`src/design/pnsh_pkg.sv`:
```
// ----------------------------------------------------------------------------
// pnsh_pkg: shared types and constants for the path numeric sum hash
// Widths of the bit-serial datapath and the control word that the
// sequencer hands to the accumulator.
// ----------------------------------------------------------------------------
package pnsh_pkg;

  localparam int unsigned SUM_W           = 64;              // running sum, number
  localparam int unsigned CNT_W           = $clog2(SUM_W);   // bit position in a pass
  localparam int unsigned DIGIT_W         = 4;
  localparam int unsigned PEND_W          = 32;              // waiting whitespace sum
  localparam int unsigned ADDB_W          = PEND_W + 2;      // small signed addend
  localparam int unsigned TC_W            = 11;              // target count register
  localparam int unsigned IDX_W           = 11;              // target index result
  localparam int unsigned MAX_TARGETS_DEF = 1024;

  typedef enum logic [1:0] {
    OP_NONE,
    OP_MUL,     // number = number * 10 + digit, LSB first
    OP_ADD,     // running sum += number term + small addend, LSB first
    OP_DRAIN    // running sum shifted out MSB first into the divider
  } acc_op_e;

  typedef struct packed {
    acc_op_e              op;
    logic                 first;      // bit 0 of a pass
    logic                 last;       // top bit of a pass
    logic                 close;      // number term takes part in the add
    logic                 negate;     // number had a minus in front
    logic                 start_num;  // first digit of a run
    logic                 load_dig;
    logic [DIGIT_W-1:0]   digit;
    logic                 load_b;
    logic [ADDB_W-1:0]    b_val;
  } acc_ctrl_t;

endpackage

```
`src/design/pnsh_acc.sv`:
```
// ----------------------------------------------------------------------------
// pnsh_acc: bit-serial accumulator
// Holds the digit-run value and the running sum as rotating shift registers
// and works on them one bit per cycle: multiply by ten and add a digit with
// saturation, add the number term and a small signed addend, or drain the
// sum MSB first.
// ----------------------------------------------------------------------------
module pnsh_acc (
  input  logic                clk_i,
  input  logic                rst_ni,
  input  pnsh_pkg::acc_ctrl_t ctrl_i,
  output logic                sum_msb_o
);

  localparam int unsigned SumW  = pnsh_pkg::SUM_W;
  localparam int unsigned AddBW = pnsh_pkg::ADDB_W;
  localparam int unsigned DigW  = pnsh_pkg::DIGIT_W;
  localparam logic [SumW-1:0] SatMag = {1'b1, {(SumW-1){1'b0}}};

  logic [SumW-1:0]  num_q, num_d;
  logic [SumW-1:0]  rs_q, rs_d;
  logic [AddBW-1:0] b_q, b_d;
  logic [DigW-1:0]  dig_q, dig_d;
  logic [2:0]       hist_q, hist_d;
  logic [1:0]       carry_q, carry_d;
  logic             lownz_q, lownz_d;
  logic             sat_q, sat_d;

  logic [1:0] c_in;
  logic [2:0] h_in;
  logic       lz_in;
  logic       sat_w;
  logic [2:0] msum;
  logic [2:0] m_hist;
  logic       m_sat;
  logic       abit;
  logic [2:0] asum;

  always_comb begin
    c_in = carry_q;
    if (ctrl_i.first) begin
      c_in = (ctrl_i.op == pnsh_pkg::OP_ADD && ctrl_i.close && ctrl_i.negate) ? 2'd1 : 2'd0;
    end
    h_in   = ctrl_i.first ? 3'd0 : hist_q;
    lz_in  = ctrl_i.first ? 1'b0 : lownz_q;
    sat_w  = ctrl_i.first ? num_q[SumW-1] : sat_q;

    // bit i of 10*v is v[i-1] + v[i-3]
    msum   = 3'(h_in[0]) + 3'(h_in[2]) + 3'(dig_q[0]) + 3'(c_in);
    m_hist = {h_in[1:0], num_q[0]};
    // anything left above bit 63, or 2^63 exceeded from below
    m_sat  = (msum[2:1] != 2'd0) || (m_hist != 3'd0) || (msum[0] && lz_in);

    if (!ctrl_i.close) begin
      abit = 1'b0;
    end else if (ctrl_i.negate) begin
      abit = ~num_q[0];
    end else if (sat_w) begin
      abit = ~ctrl_i.last;   // 2^63 - 1
    end else begin
      abit = num_q[0];
    end
    asum = 3'(rs_q[0]) + 3'(abit) + 3'(b_q[0]) + 3'(c_in);

    num_d   = num_q;
    rs_d    = rs_q;
    b_d     = b_q;
    dig_d   = dig_q;
    hist_d  = hist_q;
    carry_d = carry_q;
    lownz_d = lownz_q;
    sat_d   = sat_q;

    case (ctrl_i.op)
      pnsh_pkg::OP_MUL: begin
        hist_d  = m_hist;
        carry_d = msum[2:1];
        lownz_d = lz_in | msum[0];
        dig_d   = {1'b0, dig_q[DigW-1:1]};
        num_d   = {msum[0], num_q[SumW-1:1]};
        if (ctrl_i.last && m_sat) begin
          num_d = SatMag;
        end
      end
      pnsh_pkg::OP_ADD: begin
        sat_d   = sat_w;
        carry_d = asum[2:1];
        rs_d    = {asum[0], rs_q[SumW-1:1]};
        b_d     = {b_q[AddBW-1], b_q[AddBW-1:1]};
        num_d   = {num_q[0], num_q[SumW-1:1]};
        if (ctrl_i.last && ctrl_i.close) begin
          num_d = '0;
        end
      end
      pnsh_pkg::OP_DRAIN: begin
        rs_d = {rs_q[SumW-2:0], 1'b0};
      end
      default: begin
        if (ctrl_i.load_dig) begin
          dig_d = ctrl_i.digit;
        end
        if (ctrl_i.start_num) begin
          num_d = SumW'(ctrl_i.digit);
        end
        if (ctrl_i.load_b) begin
          b_d = ctrl_i.b_val;
        end
      end
    endcase
  end

  always_ff @(posedge clk_i or negedge rst_ni) begin
    if (!rst_ni) begin
      num_q   <= '0;
      rs_q    <= '0;
      b_q     <= '0;
      dig_q   <= '0;
      hist_q  <= '0;
      carry_q <= '0;
      lownz_q <= 1'b0;
      sat_q   <= 1'b0;
    end else begin
      num_q   <= num_d;
      rs_q    <= rs_d;
      b_q     <= b_d;
      dig_q   <= dig_d;
      hist_q  <= hist_d;
      carry_q <= carry_d;
      lownz_q <= lownz_d;
      sat_q   <= sat_d;
    end
  end

  assign sum_msb_o = rs_q[SumW-1];

endmodule

```
`src/design/pnsh_div.sv`:
```
// ----------------------------------------------------------------------------
// pnsh_div: bit-serial remainder unit
// Restoring remainder of the sum magnitude by the target count, one sum bit
// per cycle MSB first while step_i is high. A negative sum is fed inverted;
// the final +1 is folded into the remainder at the end.
// ----------------------------------------------------------------------------
module pnsh_div (
  input  logic                          clk_i,
  input  logic                          rst_ni,
  input  logic                          step_i,
  input  logic                          first_i,
  input  logic                          bit_i,
  input  logic [pnsh_pkg::TC_W-1:0]     divisor_i,
  output logic [pnsh_pkg::IDX_W-1:0]    index_o
);

  localparam int unsigned TcW = pnsh_pkg::TC_W;

  logic [TcW-1:0] rem_q, rem_d;
  logic           neg_q, neg_d;
  logic [TcW-1:0] rem_in;
  logic [TcW:0]   trial;
  logic [TcW:0]   dvs;
  logic [TcW:0]   r_inc;
  logic [TcW:0]   r_mag;
  logic [TcW:0]   r_out;

  always_comb begin
    rem_in = first_i ? '0 : rem_q;
    neg_d  = first_i ? bit_i : neg_q;
    trial  = {rem_in, bit_i ^ neg_d};
    dvs    = {1'b0, divisor_i};
    rem_d  = (trial >= dvs) ? TcW'(trial - dvs) : trial[TcW-1:0];

    // (~x mod d) + 1 wraps to zero at d
    r_inc = {1'b0, rem_q} + (TcW+1)'(1);
    if (neg_q) begin
      r_mag = (r_inc == dvs) ? '0 : r_inc;
      r_out = '0 - r_mag;
    end else begin
      r_mag = {1'b0, rem_q};
      r_out = r_mag;
    end
  end

  always_ff @(posedge clk_i or negedge rst_ni) begin
    if (!rst_ni) begin
      rem_q <= '0;
      neg_q <= 1'b0;
    end else if (step_i) begin
      rem_q <= rem_d;
      neg_q <= neg_d;
    end
  end

  assign index_o = r_out[pnsh_pkg::IDX_W-1:0];

endmodule

```
`src/design/path_numeric_sum_hash_core.sv`:
```
// ----------------------------------------------------------------------------
// path_numeric_sum_hash_core: path byte stream to target index
// Numbers in the path (strtol style, saturating) and all other bytes are
// summed into a 64-bit word; the last byte yields sum rem target count.
//
//  channel   | signals                              | dir | item
//  ----------+--------------------------------------+-----+--------------------------
//  in        | in_valid_i in_ready_o path_byte_i    | in  | one path byte + last flag
//            | last_byte_i                          |     |
//  out       | out_valid_o out_ready_i target_index_o| out | signed remainder
//  cfg       | cfg_we_i cfg_wdata_i                 | in  | target count write
//
// A byte that only changes the waiting whitespace/sign or starts a number is
// taken in the idle state alone. A byte that updates the sum runs one serial add
// pass, a digit inside a number a serial multiply by ten. The last byte adds a
// further serial remainder pass and a load of the result into the output
// register. Every pass runs one bit per cycle.
// Reset clears all path state; target count resets to 1. A stalled result
// holds the sequencer before the next byte is taken.
// ----------------------------------------------------------------------------
module path_numeric_sum_hash_core #(
  parameter int unsigned MAX_TARGETS = pnsh_pkg::MAX_TARGETS_DEF
) (
  input  logic                              clk_i,
  input  logic                              rst_ni,
  input  logic                              in_valid_i,
  output logic                              in_ready_o,
  input  logic [7:0]                        path_byte_i,
  input  logic                              last_byte_i,
  output logic                              out_valid_o,
  input  logic                              out_ready_i,
  output logic signed [pnsh_pkg::IDX_W-1:0] target_index_o,
  input  logic                              cfg_we_i,
  input  logic [pnsh_pkg::TC_W-1:0]         cfg_wdata_i
);

  localparam int unsigned TcW    = pnsh_pkg::TC_W;
  localparam int unsigned CntW   = pnsh_pkg::CNT_W;
  localparam int unsigned PendW  = pnsh_pkg::PEND_W;
  localparam int unsigned AddBW  = pnsh_pkg::ADDB_W;
  localparam int unsigned SmallW = 10;
  localparam int unsigned TcMax  = (2 ** TcW) - 1;
  localparam int unsigned MaxEff = (MAX_TARGETS > TcMax) ? TcMax : MAX_TARGETS;
  localparam logic [TcW-1:0]  MaxTc    = TcW'(MaxEff);
  localparam logic [CntW-1:0] CntLast  = CntW'(pnsh_pkg::SUM_W - 1);

  localparam logic [7:0] CharPlus  = 8'h2B;
  localparam logic [7:0] CharMinus = 8'h2D;
  localparam logic [7:0] CharSpace = 8'h20;
  localparam logic [7:0] CharTab   = 8'h09;
  localparam logic [7:0] CharCr    = 8'h0D;
  localparam logic [7:0] CharZero  = 8'h30;
  localparam logic [7:0] CharNine  = 8'h39;

  typedef enum logic [2:0] {
    ST_IDLE,
    ST_MUL,
    ST_ADD,
    ST_MOD,
    ST_OUT
  } state_e;

  typedef enum logic [1:0] {
    SIGN_NONE,
    SIGN_PLUS,
    SIGN_MINUS
  } sign_e;

  state_e                    state_q;
  logic [CntW-1:0]           cnt_q;
  logic [PendW-1:0]          ps_q;
  sign_e                     sg_q;
  logic                      in_num_q;
  logic                      neg_q;
  logic                      last_q;
  logic                      close_q;
  logic [TcW-1:0]            tc_q;
  logic                      ov_q;
  logic signed [TcW-1:0]     idx_q;

  logic                      is_digit, is_space, is_sign, is_other;
  logic                      sg_any, fl_ps, close_now, mul_now, need_add;
  logic signed [SmallW-1:0]  s_cur, s_byte, s_sum;
  logic [AddBW-1:0]          b_val;
  logic [TcW-1:0]            divisor;
  logic                      pass_first, pass_end;
  logic                      sum_msb;
  logic [pnsh_pkg::IDX_W-1:0] div_index;
  pnsh_pkg::acc_ctrl_t       ctrl;

  // byte classes and the small addend taken at accept
  always_comb begin
    is_digit = (path_byte_i >= CharZero) && (path_byte_i <= CharNine);
    is_space = (path_byte_i == CharSpace) ||
               ((path_byte_i >= CharTab) && (path_byte_i <= CharCr));
    is_sign  = (path_byte_i == CharPlus) || (path_byte_i == CharMinus);
    is_other = !(is_digit || is_space || is_sign);
    sg_any   = (sg_q != SIGN_NONE);

    case (sg_q)
      SIGN_PLUS:  s_cur = SmallW'(CharPlus);
      SIGN_MINUS: s_cur = SmallW'(CharMinus);
      default:    s_cur = '0;
    endcase
    if (is_digit) begin
      s_cur = '0;
    end

    if (is_other) begin
      s_byte = {{(SmallW-8){path_byte_i[7]}}, path_byte_i};
    end else if ((is_space || is_sign) && last_byte_i) begin
      s_byte = {{(SmallW-8){1'b0}}, path_byte_i};
    end else begin
      s_byte = '0;
    end
    s_sum = s_cur + s_byte;

    fl_ps     = is_other || ((is_space || is_sign) && (sg_any || last_byte_i));
    b_val     = (fl_ps ? {{(AddBW-PendW){1'b0}}, ps_q} : '0) +
                {{(AddBW-SmallW){s_sum[SmallW-1]}}, s_sum};
    close_now = (in_num_q && !is_digit) || (last_byte_i && is_digit);
    mul_now   = in_num_q && is_digit;
    need_add  = close_now || fl_ps || last_byte_i;
  end

  always_comb begin
    if (tc_q == '0) begin
      divisor = TcW'(1);
    end else if (tc_q > MaxTc) begin
      divisor = MaxTc;
    end else begin
      divisor = tc_q;
    end
  end

  assign pass_first = (cnt_q == '0);
  assign pass_end   = (cnt_q == CntLast);
  assign in_ready_o = (state_q == ST_IDLE);

  always_comb begin
    case (state_q)
      ST_MUL:  ctrl.op = pnsh_pkg::OP_MUL;
      ST_ADD:  ctrl.op = pnsh_pkg::OP_ADD;
      ST_MOD:  ctrl.op = pnsh_pkg::OP_DRAIN;
      default: ctrl.op = pnsh_pkg::OP_NONE;
    endcase
    ctrl.first     = pass_first;
    ctrl.last      = pass_end;
    ctrl.close     = close_q;
    ctrl.negate    = neg_q;
    ctrl.start_num = in_valid_i && in_ready_o && is_digit && !in_num_q;
    ctrl.load_dig  = in_valid_i && in_ready_o && is_digit;
    ctrl.digit     = path_byte_i[pnsh_pkg::DIGIT_W-1:0];
    ctrl.load_b    = in_valid_i && in_ready_o;
    ctrl.b_val     = b_val;
  end

  pnsh_acc u_acc (
    .clk_i     (clk_i),
    .rst_ni    (rst_ni),
    .ctrl_i    (ctrl),
    .sum_msb_o (sum_msb)
  );

  pnsh_div u_div (
    .clk_i     (clk_i),
    .rst_ni    (rst_ni),
    .step_i    (state_q == ST_MOD),
    .first_i   (pass_first),
    .bit_i     (sum_msb),
    .divisor_i (divisor),
    .index_o   (div_index)
  );

  always_ff @(posedge clk_i or negedge rst_ni) begin
    if (!rst_ni) begin
      state_q  <= ST_IDLE;
      cnt_q    <= '0;
      ps_q     <= '0;
      sg_q     <= SIGN_NONE;
      in_num_q <= 1'b0;
      neg_q    <= 1'b0;
      last_q   <= 1'b0;
      close_q  <= 1'b0;
      tc_q     <= TcW'(1);
      ov_q     <= 1'b0;
      idx_q    <= '0;
    end else begin
      if (cfg_we_i) begin
        tc_q <= cfg_wdata_i;
      end
      // in ST_OUT the result register is handled below
      if (ov_q && out_ready_i && (state_q != ST_OUT)) begin
        ov_q <= 1'b0;
      end
      case (state_q)
        ST_IDLE: begin
          if (in_valid_i) begin
            last_q  <= last_byte_i;
            close_q <= close_now;
            if (is_digit && !in_num_q) begin
              in_num_q <= 1'b1;
              neg_q    <= (sg_q == SIGN_MINUS);
            end
            // waiting whitespace and sign; all flushed on the last byte
            if (last_byte_i || is_digit || is_other) begin
              ps_q <= '0;
              sg_q <= SIGN_NONE;
            end else if (is_space) begin
              ps_q <= sg_any ? {{(PendW-8){1'b0}}, path_byte_i}
                             : ps_q + {{(PendW-8){1'b0}}, path_byte_i};
              sg_q <= SIGN_NONE;
            end else begin
              if (sg_any) begin
                ps_q <= '0;
              end
              sg_q <= (path_byte_i == CharMinus) ? SIGN_MINUS : SIGN_PLUS;
            end
            if (mul_now) begin
              state_q <= ST_MUL;
            end else if (need_add) begin
              state_q <= ST_ADD;
            end
          end
        end
        ST_MUL: begin
          cnt_q <= cnt_q + CntW'(1);
          if (pass_end) begin
            state_q <= last_q ? ST_ADD : ST_IDLE;
          end
        end
        ST_ADD: begin
          cnt_q <= cnt_q + CntW'(1);
          if (pass_end) begin
            if (close_q) begin
              in_num_q <= 1'b0;
              neg_q    <= 1'b0;
            end
            state_q <= last_q ? ST_MOD : ST_IDLE;
          end
        end
        ST_MOD: begin
          cnt_q <= cnt_q + CntW'(1);
          if (pass_end) begin
            state_q <= ST_OUT;
          end
        end
        ST_OUT: begin
          if (!ov_q || out_ready_i) begin
            idx_q   <= $signed(div_index);
            ov_q    <= 1'b1;
            state_q <= ST_IDLE;
          end
        end
        default: begin
          state_q <= ST_IDLE;
        end
      endcase
    end
  end

  assign out_valid_o    = ov_q;
  assign target_index_o = idx_q;

  // between items, a digit run never has whitespace or a sign waiting in front of it
  a_num_no_pending: assert property (@(posedge clk_i) disable iff (!rst_ni)
    (state_q == ST_IDLE && in_num_q) |-> (ps_q == '0 && sg_q == SIGN_NONE))
    else $error("pending bytes while reading a number");

  // the remainder pass only runs for a path that has seen its last byte
  a_mod_on_last: assert property (@(posedge clk_i) disable iff (!rst_ni)
    (state_q == ST_MOD) |-> last_q)
    else $error("remainder pass without last byte");

  // a last byte always goes through the serial adder
  a_last_busy: assert property (@(posedge clk_i) disable iff (!rst_ni)
    (in_valid_i && in_ready_o && last_byte_i) |=> (state_q == ST_ADD || state_q == ST_MUL))
    else $error("last byte not followed by a sum pass");

  // passes always finish on a bit boundary
  a_cnt_idle: assert property (@(posedge clk_i) disable iff (!rst_ni)
    (state_q == ST_IDLE || state_q == ST_OUT) |-> (cnt_q == '0))
    else $error("bit counter not at zero between passes");

endmodule
```
`config.mk`:
```
export PLATFORM = sky130hd
export DESIGN_NAME = path_numeric_sum_hash_core
export DESIGN_NICKNAME = d
export VERILOG_FILES = /design/src/design/pnsh_pkg.sv /design/src/design/pnsh_acc.sv /design/src/design/pnsh_div.sv /design/src/design/path_numeric_sum_hash_core.sv
export SDC_FILE = /design/constraint.sdc
export NUM_CORES = 1
export LEC_CHECK = 0
export BUFFER_PORTS_ARGS = -buffer_cell sky130_fd_sc_hd__buf_4
export CORE_MARGIN = 2
export CORE_UTILIZATION = 58
export DETAILED_ROUTE_END_ITERATION = 10
export HOLD_SLACK_MARGIN = 0.05
export PLACE_DENSITY = 0.87
export RECOVER_POWER = 25
export SYNTH_ARGS = -nofsm -noshare
export SYNTH_HDL_FRONTEND = slang
export SYNTH_HIERARCHICAL = 1
export SYNTH_SLANG_ARGS = --single-unit
```
`constraint.sdc`:
```
create_clock -name clk_i -period 5.7 [get_ports clk_i]
set_clock_uncertainty 0.15 [all_clocks]
set_input_delay 0.57 -clock clk_i [delete_from_list [all_inputs] [get_ports clk_i]]
set_output_delay 0.57 -clock clk_i [all_outputs]
set_load 0.05 [all_outputs]
```
==> summary.txt <==
Outcome
  – Status: finished with violations
  – Failing checks: max-capacitance violations, max-slew violations

Floorplan
  – Initial Util: 58.6%
  – I/O Pins: 38
  – Die Span X: 171 µm
  – Die Footprint: 29400 µm²
  – Rows: 61
  – Core area: 27700 µm²
  – Die H: 171 µm

Route
  – Metal2 WL: 18100 µm
  – Initial drt markers: 1246
  – Number of remaining DRC errors: 0
  – Top layer in use: met4
  – Via Count: 13.3k
  – Metal3 WL: 1660 µm
  – Routed WL per cell: 17.0 µm
  – Drt pass-1 iters: 6
  – DRT Wirelength: 36700 µm
  – Routed length on met1: 15500 µm
  – Routed Antenna Nets: 0
  – Via density: 6.17

STA
  – Slew Viols, Final: 133
  – Post-Route Setup TNS: 0 ns
  – Endpoints failing setup: 0
  – Max_slew headroom: -118%
  – Achievable Freq: 187 MHz
  – RSZ-0062 raised after global routing: false
  – Fin crit share: 93.9%
  – Post-layout minimum cycle time: 5.35 ns
  – Worst slew pin tran: 3.27 ns
  – Final Hold Vio Count: 0

Final layout
  – Share of cells above drive strength 1: 11.4%
  – Area of the multi-input gates: 9200 µm²
  – Nets: 1846
  – Number of diodes: 0
  – Layout area overhead: 9.93%
  – Post-Layout Cell Count: 2154
  – Design Area, Final: 17900 µm²
  – Filler cell count: 2183
  – Register Area: 6380 µm²

Clock network
  – Clock Root Buffer: clkbuf_16
  – CTS tree: done
  – CTS max path bufs: 3
  – Worst-path clk slew: 0.06 ns
  – Cts bufs inserted: 28
  – Worst-Skew Late Latency: 0.55 ns
  – H-tree levels: 1
  – # clock sinks: 255
  – Post-CTS Setup Inserts: 0

Pwr
  – Combinational power share: 44.5%
  – Sw frac: 41.6%
  – Leakage power: 0.00805 µW
  – Power density cells: 447 nW/µm²
  – IR drop worst, VDD: 627 µV
  – P_sw: 3320 µW
  – Clock share of power: 23.7%
  – Sequential share of power: 31.9%
  – Pint: 4670 µW

Yosys
  – Asr flop ratio synth: 100%
  – Synth cell types: 91
  – EDFF count, synth: 0
  – Yosys warnings: 6
  – Ys flop type: dfrtp_1
  – Synth top area cells: dfrtp_1 39%, mux2i_1 6.9%, ha_1 4.5%
  – Area leader, netlist: dfrtp_1
  – Avg Cell Area, Syn: 9.22 µm²
  – Sequential area share after synthesis: 39.3%
  – Mapped Cells: 1761
  – Yosys top cell area share: 39.1%
  – Total of flip-flops plus latches after synthesis: 255
  – Post-synth top cells: 254 x dfrtp_1, 180 x nand2_1, 145 x o21ai_0
  – Top-count cell post-synth: dfrtp_1
  – Mapped Area: 16200 µm²
  – Mapped Nets: 1853

Worst setup path
  – Crit. End Element: flip-flop
  – WP data required: 5.94 ns
  – Critical Path AT: 5.59 ns
  – Critical path class: input port to flip-flop
  – Worst path max stage delay: 0.35 ns
  – Most common cell on crit path: a21oi_1
  – Startpoint Class: input port
  – CP max-delay cell: or3_1
  – Crit Path Max Fanout: 6

Global route
  – Pin count of the biggest net entering global routing: 133
  – Vias in the first global route: 13.1k
  – Global-route wire length before repair: 62500 µm
  – GRT overflow: 0
  – Initial antenna violation count: 0
  – GRT Total Usage: 25.6%

Worst hold path
  – Worst min-delay path class: input port to flip-flop

Place
  – Final Wtd Congestion: 0.904
  – Dpl cell area: 16800 µm²
  – Final HPWL DP: 24900 µm
  – PortBufs: 37
  – Placed Cells incl. Taps: 2101

Flow run
  – Maxcap violations: 1
## power by group through the flow
stage | Sequential, µW | Combinational, µW | Clock, µW
finish | 2540 | 3550 | 1890
global route | 2590 | 3930 | 2000
CTS | 2530 | 3520 | 1930
detailed placement | 2550 | 3490 | 0
global placement | 2530 | 3370 | 0
floorplan | 2350 | 3050 | 0
## stage by stage
| stage | utilization (%) | power, µW | worst slack (ns) | hold WS [ns] |
|---|---|---|---|---|
| 2_1_floorplan | - | 5400 | 0.0349 | 0.124 |
| 3_3_place_gp | 60.8 | 5900 | 0.0857 | 0.309 |
| 3_5_place_dp | 60.8 | 6040 | -0.127 | 0.323 |
| 4_1_cts | 64.4 | 7980 | 0.413 | 0.0785 |
| 5_1_grt | 64.4 | 8520 | 0.00303 | 0.0922 |
| 6_report | 64.4 | 7990 | 0.350 | 0.104 |
## final cells by class
| cell class | instances | area share (%) |
|---|---|---|
| Clock inverter | 17 | 1.10 |
| Timing Repair Buffer | 71 | 3.06 |
| Multi-Input combinational cell | 1328 | 51.6 |
| Sequential cell | 255 | 35.8 |
| Tap cell | 378 | 2.65 |
| Inverter | 70 | 1.47 |
| Clock buffer | 35 | 4.42 |
## final timing paths
check	from	to	slack, ns	cells after the start
hold / removal	cfg_wdata_i[6]	tc_q[6]	0.10	2
setup / recovery	path_byte_i[0]	u_acc/b_q[30]	0.35	27
setup reg to reg	sg_q[0]	u_acc/b_q[27]	0.57	25
min in group asynchronous	rst_ni	tc_q[6]	1.43	2
hold reg to reg	u_acc/num_q[2]	u_acc/num_q[1]	0.34	1
max in group asynchronous	rst_ni	u_acc/num_q[45]	1.67	3
## cells in the final DEF, fill, tap and decap left out, types with 38 or more instances in the layout
master and n:
dfrtp_1 254, nand2_1 179, o21ai_0 142, nor2_1 124, mux2i_1 112, a21oi_1 97
inv_1 70, a22o_1 68, buf_4 68, xnor2_1 65, ha_1 57, nand3_1 38
## sequential cells by signal, summed over array words and instances, names as in the netlist
name	flops
u_acc/num_q	64
u_acc/rs_q	64
u_acc/b_q	34
ps_q	32
target_index_o	11
tc_q	11
u_div/rem_q	11
cnt_q	6
u_acc/dig_q	4
state_q	3
u_acc/hist_q	3
sg_q	2
u_acc/carry_q	2
close_q	1
in_num_q	1
last_q	1
neg_q	1
out_valid_o	1
u_acc/lownz_q	1
u_acc/sat_q	1
u_div/neg_q	1
## routing by layer
layer | GRT usage, % | vias to the layer above
met5 | 0 | -
met2 | 45.2 | 401
met4 | 9.65 | 0
met1 | 32.3 | 6486
met3 | 2.78 | 100
li1 | - | 6300
## kinds of logic after synthesis
group / after synthesis / synth area share (%)
DFF: 255 / 39.3
adders and majority gates: 70 / 5.73
and+or+nand+nor: 549 / 16.6
buffers and inverters: 178 / 4.65
AOI/OAI and AO/OA: 481 / 20.1
xor gates and xnor gates: 85 / 4.63
muxes: 143 / 9.05
## what timing repair did
| item | 4_1_cts | 5_1_grt |
|---|---|---|
| resized for setup | 0 | 6 |
| hold buffers | 1 | 0 |
| hold endpoints to repair | 40 | 0 |
| endpoints found under the setup margin | 0 | 6 |
## worst max-delay path: cells and delay by family
kind,cells,cell delay (ns)
fa+ha+maj,3,0.64
simple gates,7,1.27
compound gates,13,2.67
mux,1,0.14
buf+inv,3,0.29
Power figures use the tool's default switching activity.
